### src/design/pngunf_pkg.sv
// Shared types and constants for the PNG scanline unfilter.
package pngunf_pkg;

	// Default size of the previous-line store in bytes.
	localparam int unsigned LINE_BYTES_DEF = 16384;

	localparam int unsigned PIX_W  = 13;
	localparam int unsigned ROWS_W = 16;
	localparam int unsigned CFG_W  = 16;
	localparam int unsigned IDX_W  = 2;

	// Configuration register indexes.
	localparam logic [IDX_W-1:0] REG_ROW_PIXELS = 2'd0;
	localparam logic [IDX_W-1:0] REG_ROW_TOTAL  = 2'd1;
	localparam logic [IDX_W-1:0] REG_ALPHA_MODE = 2'd2;

	// Highest legal filter type code.
	localparam logic [7:0] MAX_FILTER = 8'd4;

	typedef enum logic [2:0] {
		FLT_NONE  = 3'd0,
		FLT_SUB   = 3'd1,
		FLT_UP    = 3'd2,
		FLT_AVG   = 3'd3,
		FLT_PAETH = 3'd4
	} filter_t;

	// The three neighbors of the byte being rebuilt.
	typedef struct packed {
		logic [7:0] left;
		logic [7:0] up;
		logic [7:0] up_left;
	} nbr_t;

endpackage

### src/design/pngunf_predict.sv
// Predictor and byte reconstruction for the five PNG filter types.
module pngunf_predict (
	input  pngunf_pkg::filter_t kind,
	input  pngunf_pkg::nbr_t    nbr,
	input  logic [7:0]          raw,
	output logic [7:0]          recon
);
	import pngunf_pkg::*;

	logic signed [9:0] sa, sb, sc;
	logic signed [9:0] da, db, dc;
	logic [9:0]        pa, pb, pc;
	logic [8:0]        avg_sum;
	logic [7:0]        paeth;
	logic [7:0]        pred;

	function automatic logic [9:0] abs10(input logic signed [9:0] v);
		abs10 = v[9] ? 10'(-v) : 10'(v);
	endfunction

	always_comb begin
		sa = $signed({2'b00, nbr.left});
		sb = $signed({2'b00, nbr.up});
		sc = $signed({2'b00, nbr.up_left});
		// With p = a + b - c the three distances reduce to these forms.
		da = sb - sc;
		db = sa - sc;
		dc = sa + sb - (sc <<< 1);
		pa = abs10(da);
		pb = abs10(db);
		pc = abs10(dc);
		if (pa <= pb && pa <= pc) begin
			paeth = nbr.left;
		end else if (pb <= pc) begin
			paeth = nbr.up;
		end else begin
			paeth = nbr.up_left;
		end
		avg_sum = {1'b0, nbr.left} + {1'b0, nbr.up};
		case (kind)
			FLT_NONE:  pred = 8'd0;
			FLT_SUB:   pred = nbr.left;
			FLT_UP:    pred = nbr.up;
			FLT_AVG:   pred = avg_sum[8:1];
			FLT_PAETH: pred = paeth;
			default:   pred = 8'd0;
		endcase
		recon = raw + pred;
	end

endmodule
### config.mk
export PLATFORM = sky130hd
export DESIGN_NAME = pngunf_predict
export DESIGN_NICKNAME = d
export VERILOG_FILES = /design/src/design/pngunf_pkg.sv /design/src/design/pngunf_predict.sv
export SDC_FILE = /design/constraint.sdc
export NUM_CORES = 1
export LEC_CHECK = 0
export BUFFER_PORTS_ARGS = -buffer_cell sky130_fd_sc_hd__buf_2
export CAP_MARGIN = 20
export CORE_AREA = 2 2 95 97
export DETAILED_ROUTE_END_ITERATION = 12
export DIE_AREA = 0 0 97 99
export PLACE_DENSITY_LB_ADDON = 0.25
export SLEW_MARGIN = 10
export SYNTH_ARGS = -nofsm -noshare
export SYNTH_HDL_FRONTEND = slang
export SYNTH_SLANG_ARGS = --single-unit
### constraint.sdc
create_clock -name vclk -period 8.8
set_input_delay 1.76 -clock vclk [all_inputs]
set_output_delay 1.76 -clock vclk [all_outputs]
set_load 0.03 [all_outputs]
# Yosys cells after proc, flatten, opt, wreduce, memory -nomap -nowiden
# Index checks and enable logic that the tools add are counted.
dict set report classes {
  n_addsub 9
  eq_ne 4
  magnitude_cmp 3
  div 0
  shifts 0
  n_mul 0
  n_reduce_logical 1
  n_mux 6
  bitwise 0
}
# operator n
set ops {}
lappend ops {{$pmux 8 s4} 1}
lappend ops {{$le 10x10->1} 3}
lappend ops {{$mux 10} 3}
lappend ops {{$neg 9->10} 2}
lappend ops {{$add 8x8->9} 2}
lappend ops {{$sub 8x8->9} 2}
lappend ops {{$mux 8} 2}
lappend ops {{$neg 10->10} 1}
lappend ops {{$sub 9x9->10} 1}
lappend ops {{$add 8x8->8} 1}
lappend ops {{$eq 3x2->1 const B} 2}
lappend ops {{$eq 3x1->1 const B} 1}
lappend ops {{$eq 3x3->1 const B} 1}
lappend ops {{$logic_and 1x1->1} 1}
dict set report totals {
  mem_count 0
  input_bits 35
  ff_bits 0
  latch_bits 0
  ram_bits 0
  mem_bits_ro 0
  out_inout_bits 8
}

# Logic depth before layout (Yosys ltp)
# Gate-level depths: netlist of the first run.
dict set report logic_depth {
  ltp_word 9
  depth_mapped 32
  ltp_nobuf 32
}

# Worst setup path after synthesis of the first run
# Ideal clock, no wire load.
dict set report synth_timing {
  path_type {input port to output port}
  from {input port nbr[10] (netlist bit)}
  to {output port recon[7]}
  n_path_buf 0
  slack_ns -0.388
  t_required_ns 7.040
  cell_stages 27
  arrival_ns 7.428
  path_cell_list {inv_1 > fa_1 > inv_1 > ha_1 > nor2b_1 > o31ai_1 > xor2_1 > nand4_1 > or2_1 > nor2b_1 > xnor2_1 > ha_1 > nand3_1 > or3_4 > o32ai_4 > or2b_4 > o21a_1 > inv_1 > ha_1 > a21o_1 > a21oi_1 > o21bai_1 > a21oi_1 > o21bai_1 > a21oi_1 > xnor2_1 > xnor2_1}
}
dict set report synth_via {
  elab_chain_cells 9
  elab_cells_between_ends 16
  classes_between {add/sub: 7; order compare: 3; mux: 5; reduce/logical: 1}
}
# item line_no
set synth_lines {}
lappend synth_lines {{start, declared} pngunf_predict.sv:4} ;# input pngunf_pkg::nbr_t nbr,
lappend synth_lines {{$add 8x8->9} {pngunf_predict.sv:28, pngunf_predict.sv:39}}
lappend synth_lines {{$sub 9x9->10} pngunf_predict.sv:28} ;# dc = sa + sb - (sc <<< 1);
lappend synth_lines {{$neg 10->10} pngunf_predict.sv:18} ;# abs10 = v[9] ? 10'(-v) : 10'(v);
lappend synth_lines {{$mux 10} pngunf_predict.sv:18}
lappend synth_lines {{$le 10x10->1 (on tied branches)} {pngunf_predict.sv:34, pngunf_predict.sv:32}}
lappend synth_lines {{$mux 8 / $logic_and 1x1->1 (equally long branches)} {pngunf_predict.sv:34, pngunf_predict.sv:32}}
lappend synth_lines {{$mux 8} pngunf_predict.sv:32} ;# if (pa <= pb && pa <= pc) begin
lappend synth_lines {{$pmux 8 s4 *} pngunf_predict.sv:40} ;# case (kind)
lappend synth_lines {{$add 8x8->8 *} pngunf_predict.sv:48} ;# recon = raw + pred;
lappend synth_lines {{end, declared} pngunf_predict.sv:6} ;# output logic [7:0] recon
# Mark *: on every way between the ends. The rest lies on a longest branch, timed or not.

# Final worst setup path of the first run
dict set report layout_timing {
  from {input port nbr[8] (netlist bit)}
  to {output port recon[7]}
}
# The elaborated chain is that of the path after synthesis.

==> impl_summary.txt, run 1 <==
----------------------------------------------------
[Run status]
  Status ... finished with violations
  Violations in the final reports ... setup timing

[Placement]
  Place WS ... -427 ps
  Cell Area, Placed ... between 0.004 and 0.005 mm²
  Gp weighted congestion ... between 0.9 and 1
  Count of buffers inserted at the top-level ports ... 43
  Number of cells after detailed placement ... 728
  Detailed Place HPWL ... 9.20 mm

[Power]
  Design Power ... 0.904 mW
  Worst IR drop on VDD ... roughly 120 µV
  Leakage power summed over all cells ... 2.67 nW
  Power density relative to cell area ... between 150 and 200 mW/mm²

[Detailed routing]
  First-pass detailed-route iteration total ... 4
  Remaining antenna violation count ... 0
  DRT iter0 DRCs ... 127
  Average wire length per cell after detail routing ... between 10 and 15 µm
  Via count of the routed design ... around 3,900
  Routed wire length ... 11.0 mm
  Via/cell ratio ... 5.24
  Number of remaining DRC errors ... 0

[Timing]
  Relative slew slack ... 55.4%
  PnR worst setup slack ... -217 ps
  Worst Max-Slew Pin Slew ... ~670 ps
  Post-route fraction of the period consumed by the critical path ... 102%
  Number of slew-limit violations in the final report ... 0
  Count of final setup violators ... 3
  Final worst path period need ... 9020 ps
  FMAX ... between 0.1 and 0.15 GHz
  Final-report hold violation count ... 0
  Unrepaired setup endpoints after global routing ... true

[Finish]
  Number of sequential storage elements ... 0
  Post-Layout Cell Count ... 743
  Area taken by flip-flops and latches ... 0 µm²
  Layout area overhead ... 56.7%
  Clock buffers ... 0
  # diodes ... 0
  Number of nets in the layout ... 752
  Final instance area ... 0.00530 mm²
  Post-layout utilization of the core ... just over 60%
  Fraction of layout instances using a drive strength above 1 ... ~44%

[Global routing]
  Overall global routing resource usage ... about a fifth
  Number of antenna violations at the first check in global routing ... 0
  Largest net degree at the start of global routing ... 18
  Wire length of the first global-routing pass ... roughly 17 mm
  Global route total overflow ... 0
  Vias in the first global route ... between 3,000 and 4,000

[Setup path]
  Required time of the worst setup path ... between 7000 and 8000 ps
  Critical path endpoint category ... output port
  Max FO, Critical Path ... 4
  Critical-path cell with the highest stage delay ... fa_1
  Crit. Startpoint ... nbr[8]
  CP max stage delay ... 390 ps
  Startpoint type of the worst setup path ... input port
  Arrival time of data at the critical path endpoint ... between 7000 and 8000 ps
  Critical path class ... in -> out
  Most repeated library cell on the critical path ... a21oi_2

[Floorplan]
  Die width ... ~97 µm
  Std-Cell Core Area ... 0.00855 mm²
  Chip Height ... a little under 100 µm
  Starting Density ... about two fifths
  Area of the die ... 0.00960 mm²
  # rows ... 34
  Number of ports placed on the die boundary ... 43

[Run]
  Maximum capacitance violations ... 0

[Synth]
  Yosys Warn Count ... 0
  Part of the Yosys area used for sequential elements ... 0%
  Netlist cell types ... 60
  Average size of a mapped cell ... 7.42 µm²
  Cell Area, Synth ... 0.00338 mm²
  Syn Inst Count ... 456

[Worst hold path]
  Endpoint, Worst Hold ... recon[0]
  Kind of path behind the tightest hold check ... in -> out
  Number of stages on the worst hold path ... 3
  Source of the worst hold timing path ... raw[0]

----------------------------------------------------
placed cells by master (no fill, tap or decap), types with 3 or more instances in the layout:
cell type,netlist,final
xor2_1,15,13
nor2_1,28,24
o21bai_1,8,8
buf_2,1,32
nand3_1,10,7
buf_4,0,141
nor2_2,0,4
inv_1,70,55
or2_1,3,3
o21a_1,9,8
buf_6,0,11
inv_4,0,3
a31oi_1,9,7
or3_1,4,4
a21oi_2,1,11
a21oi_1,34,24
xnor2_2,0,9
o21ai_1,15,16
fa_1,11,9
inv_2,0,12
ha_4,0,13
o21ai_0,16,13
a22oi_1,7,7
nor2b_1,7,5
nand4_1,7,7
xnor2_1,32,22
a21o_1,19,19
ha_2,0,3
ha_1,69,53
xor2_2,2,4
nand2_1,20,20
conb_1,2,4
power breakdown:
group	internal (mW)	switching, mW	leakage [nW]
registers	0	0	0
logic	0.452	0.451	2.67
clock network	0	0	0
logic make-up after synthesis:
group	after synthesis	synth area share [%]
AO/OA/AOI/OAI	142	29.0
XOR/XNOR	49	13.1
adder cells (fa/ha/maj)	82	32.6
buffers and inverters	77	8.58
multiplexers	2	0.629
other	2	0.222
AND/OR/NAND/NOR	102	15.8
routing by layer:
layer  global-route usage [%]  up-vias  wire [µm]
li1                         -     1973          -
met1                     27.7     1816       4870
met2                     39.3       87       5570
met3                    0.851       16        362
met4                     4.44        0        236
met5                        0        -          0
layout make-up:
| type | instances | area, µm² |
|---|---|---|
| Fill cell | 747 | 3250 |
| Inverter | 70 | 270 |
| Multi-Input combinational cell | 381 | 3550 |
| Tap cell | 108 | 135 |
| Timing Repair Buffer | 184 | 1340 |
how the worst max path moves through the flow:
| stage | endpoint | cells after the start |
|---|---|---|
| 2_1_floorplan | recon[7] | 27 |
| 3_3_place_gp | recon[7] | 33 |
| 3_5_place_dp | recon[7] | 33 |
| 4_1_cts | recon[7] | 33 |
| 5_1_grt | recon[7] | 30 |
| 6_report | recon[7] | 33 |
repair_timing:
item | 4_1_cts | 5_1_grt
setup buffers | 5 | 10
hold buffers | 0 | 0
pin swaps | 27 | 39
setup endpoints to repair | 4 | 6
resized for setup | 39 | 69
critical path: cells and delay by family:
| kind | cells | cell delay (ps) |
|---|---|---|
| buffers and inverters | 6 | 590 |
| adder cells (fa/ha/maj) | 4 | 1180 |
| AO/OA/AOI/OAI | 15 | 2340 |
| AND/OR/NAND/NOR | 5 | 750 |
| XOR/XNOR | 3 | 620 |
cells in the mapped netlist, types with 9 or more instances:
cell type / instances / area (µm²)
o21ai_1: 15 / 75.1
xnor2_1: 32 / 280
a31oi_1: 9 / 56.3
inv_1: 70 / 263
nand2_1: 20 / 75.1
fa_1: 11 / 220
o21a_1: 9 / 67.6
xor2_1: 15 / 131
a21o_1: 19 / 143
nor2_1: 28 / 105
a21oi_1: 34 / 170
nand3_1: 10 / 50.1
o21ai_0: 16 / 80.1
ha_1: 69 / 863
through the flow:
stage               TNS, ps  hold WS (ps)
CTS                    -188          3930
finish                 -478          3950
global placement       -570          3890
floorplan                 0          3790
global route          -1460          3970
detailed placement    -1100          3900
(Power assumes the default switching activity.)
==> inputs of run 2 (changes only) <==
--- a/config.mk
+++ b/config.mk
@@ -11,6 +11,7 @@
 export DETAILED_ROUTE_END_ITERATION = 12
 export DIE_AREA = 0 0 97 99
 export PLACE_DENSITY_LB_ADDON = 0.25
+export SETUP_SLACK_MARGIN = 0.05
 export SLEW_MARGIN = 10
 export SYNTH_ARGS = -nofsm -noshare
 export SYNTH_HDL_FRONTEND = slang
==> impl_summary.txt, run 2 (synthesized netlist as in run 1, its figures left out) <==
----------------------------------------------------
[Run status]
  Status ... finished with violations
  Violations in the final reports ... setup timing

[Setup path]
  Critical-path cell with the highest stage delay ... or4_4
  Required time of the worst setup path ... 7040 ps (about the same)
  Startpoint type of the worst setup path ... input port
  Arrival time of data at the critical path endpoint ... 7310 ps (+50 ps)
  Stages on the worst setup path ... 28 (-15%)
  Cell family with most CP delay ... compound AO/OA/AOI/OAI gates
  Critical path endpoint category ... output port
  Max FO, Critical Path ... 4 (unchanged)
  Buffering stage count on the worst path with inverters included ... 4 (-2)
  Critical path class ... in -> out
  CP max stage delay ... 490 ps (+100 ps)

[Finish]
  Number of nets in the layout ... 748 (-0.53%)
  Fill cell count ... 746 (-0.13%)
  Top library cells by usage in the layout, fill and taps aside ... buf_4, inv_1, ha_1
  Most common cell after layout, fill and taps aside ... buf_4
  # diodes ... 0 (unchanged)
  Number of sequential storage elements ... 0 (unchanged)
  Area taken by multi-input logic gates ... 0.00353 mm² (-0.74%)
  Area taken by flip-flops and latches ... 0 µm² (unchanged)
  Final instance area ... 0.00527 mm² (-0.66%)
  Layout area overhead ... 55.7%
  Fraction of layout instances using a drive strength above 1 ... 42.8% (-0.83 points)
  Clock buffers ... 0 (unchanged)

[Timing]
  Final worst path period need ... 9070 ps (+51.9 ps)
  Count of final setup violators ... 3 (unchanged)
  Relative slew slack ... 60.4% (+4.9 points)
  Worst Max-Slew Pin Slew ... 593 ps (-73.6 ps)
  Number of slew-limit violations in the final report ... 0 (unchanged)
  FMAX ... 0.110 GHz (-0.57%)
  PnR worst setup slack ... -269 ps (-51.9 ps)
  Unrepaired setup endpoints after global routing ... true
  Final-report hold violation count ... 0 (unchanged)
  Post-route fraction of the period consumed by the critical path ... 103% (+0.59 points)
  Final-layout worst hold slack ... 3940 ps (-2.84 ps)

[Detailed routing]
  Via count of the routed design ... 3,824 (-1.7%)
  First-pass detailed-route iteration total ... 5 (+1)
  Routed wire length ... 11.2 mm (+1.1%)
  Number of remaining DRC errors ... 0 (unchanged)
  DRT iter0 DRCs ... 69 (-46%)
  Remaining antenna violation count ... 0 (unchanged)
  Average wire length per cell after detail routing ... 15.1 µm (+1.6%)
  Via/cell ratio ... 5.17 (-1.2%)

[Run]
  Maximum capacitance violations ... 0 (unchanged)

[CTS]
  Hold-fix buffer count after cts ... 0 (unchanged)

[Floorplan]
  Number of ports placed on the die boundary ... 43 (unchanged)
  Starting Density ... 39.6% (unchanged)
  Chip Height ... 99 µm (unchanged)
  # rows ... 34 (unchanged)
  Die width ... 97 µm (unchanged)
  Area of the die ... 0.00960 mm² (unchanged)
  Std-Cell Core Area ... 0.00855 mm² (unchanged)

[Placement]
  Gp weighted congestion ... 0.878 (-9.9%)
  Place WS ... -568 ps (-141 ps)
  Detailed Place HPWL ... 9.43 mm (+2.4%)
  Cell Area, Placed ... 0.00472 mm² (+0.40%)
  Count of buffers inserted at the top-level ports ... 43 (unchanged)

[Global routing]
  Overall global routing resource usage ... 22.7% (+1.5 points)
  Wire length of the first global-routing pass ... 18.3 mm (+5.7%)
  Largest net degree at the start of global routing ... 18 (unchanged)
  Number of antenna violations at the first check in global routing ... 0 (unchanged)
  Global route total overflow ... 0 (unchanged)
  Vias in the first global route ... 4,035 (+6.9%)

[Power]
  Worst IR drop on VDD ... 96.7 µV (-18%)
  Leakage power summed over all cells ... 2.67 nW (-0.13%)
  Power density relative to cell area ... 165 mW/mm² (-3.0%)
  Design Power ... 0.871 mW (-3.7%)

[Worst hold path]
  Kind of path behind the tightest hold check ... in -> out
  Number of stages on the worst hold path ... 3 (unchanged)

----------------------------------------------------
run 2: cell count changes in the layout (fill, tap and decap cells not counted), sizes merged:
| cell | change |
|---|---|
| buf | -5 |
| clkbuf | +1 |
run 2: metrics by stage:
stage,std cells,utilization (%),TNS [ps]
CTS,742,60.8,-187
detailed placement,729,55.2,-1930
global placement,729,55.2,-1410
global route,739,61.6,-1550
finish,739,61.6,-550
floorplan,458,-,-172
run 2: area by class of cell:
class / count / area share [%]
Inverter: 70 / 5.13
Multi-Input combinational cell: 381 / 67.0
Tap cell: 108 / 2.57
Timing Repair Buffer: 180 / 25.3
run 2: per-layer routing:
metal	wire, µm	global-route usage [%]
met5	0	0
met4	313	5.53
met3	309	0.993
met2	5730	44.4
met1	4810	27.2
run 2: timing repair:
action                                  4_1_cts  5_1_grt
setup buffers                                16        1
resized for setup                            88       22
endpoints found under the setup margin        7        6
pin swaps                                    38       21
run 2: path summary, 6_finish.rpt:
kind	startpoint	end	slack [ps]
worst min-delay path	raw[0]	recon[0]	3940
worst max-delay path	nbr[2]	recon[7]	-270
run 2: report_power, final:
group	total, mW	switching [mW]	internal [mW]
combinational	0.871	0.436	0.435
clock	0	0	0
sequential	0	0	0
total	0.871	0.436	0.435
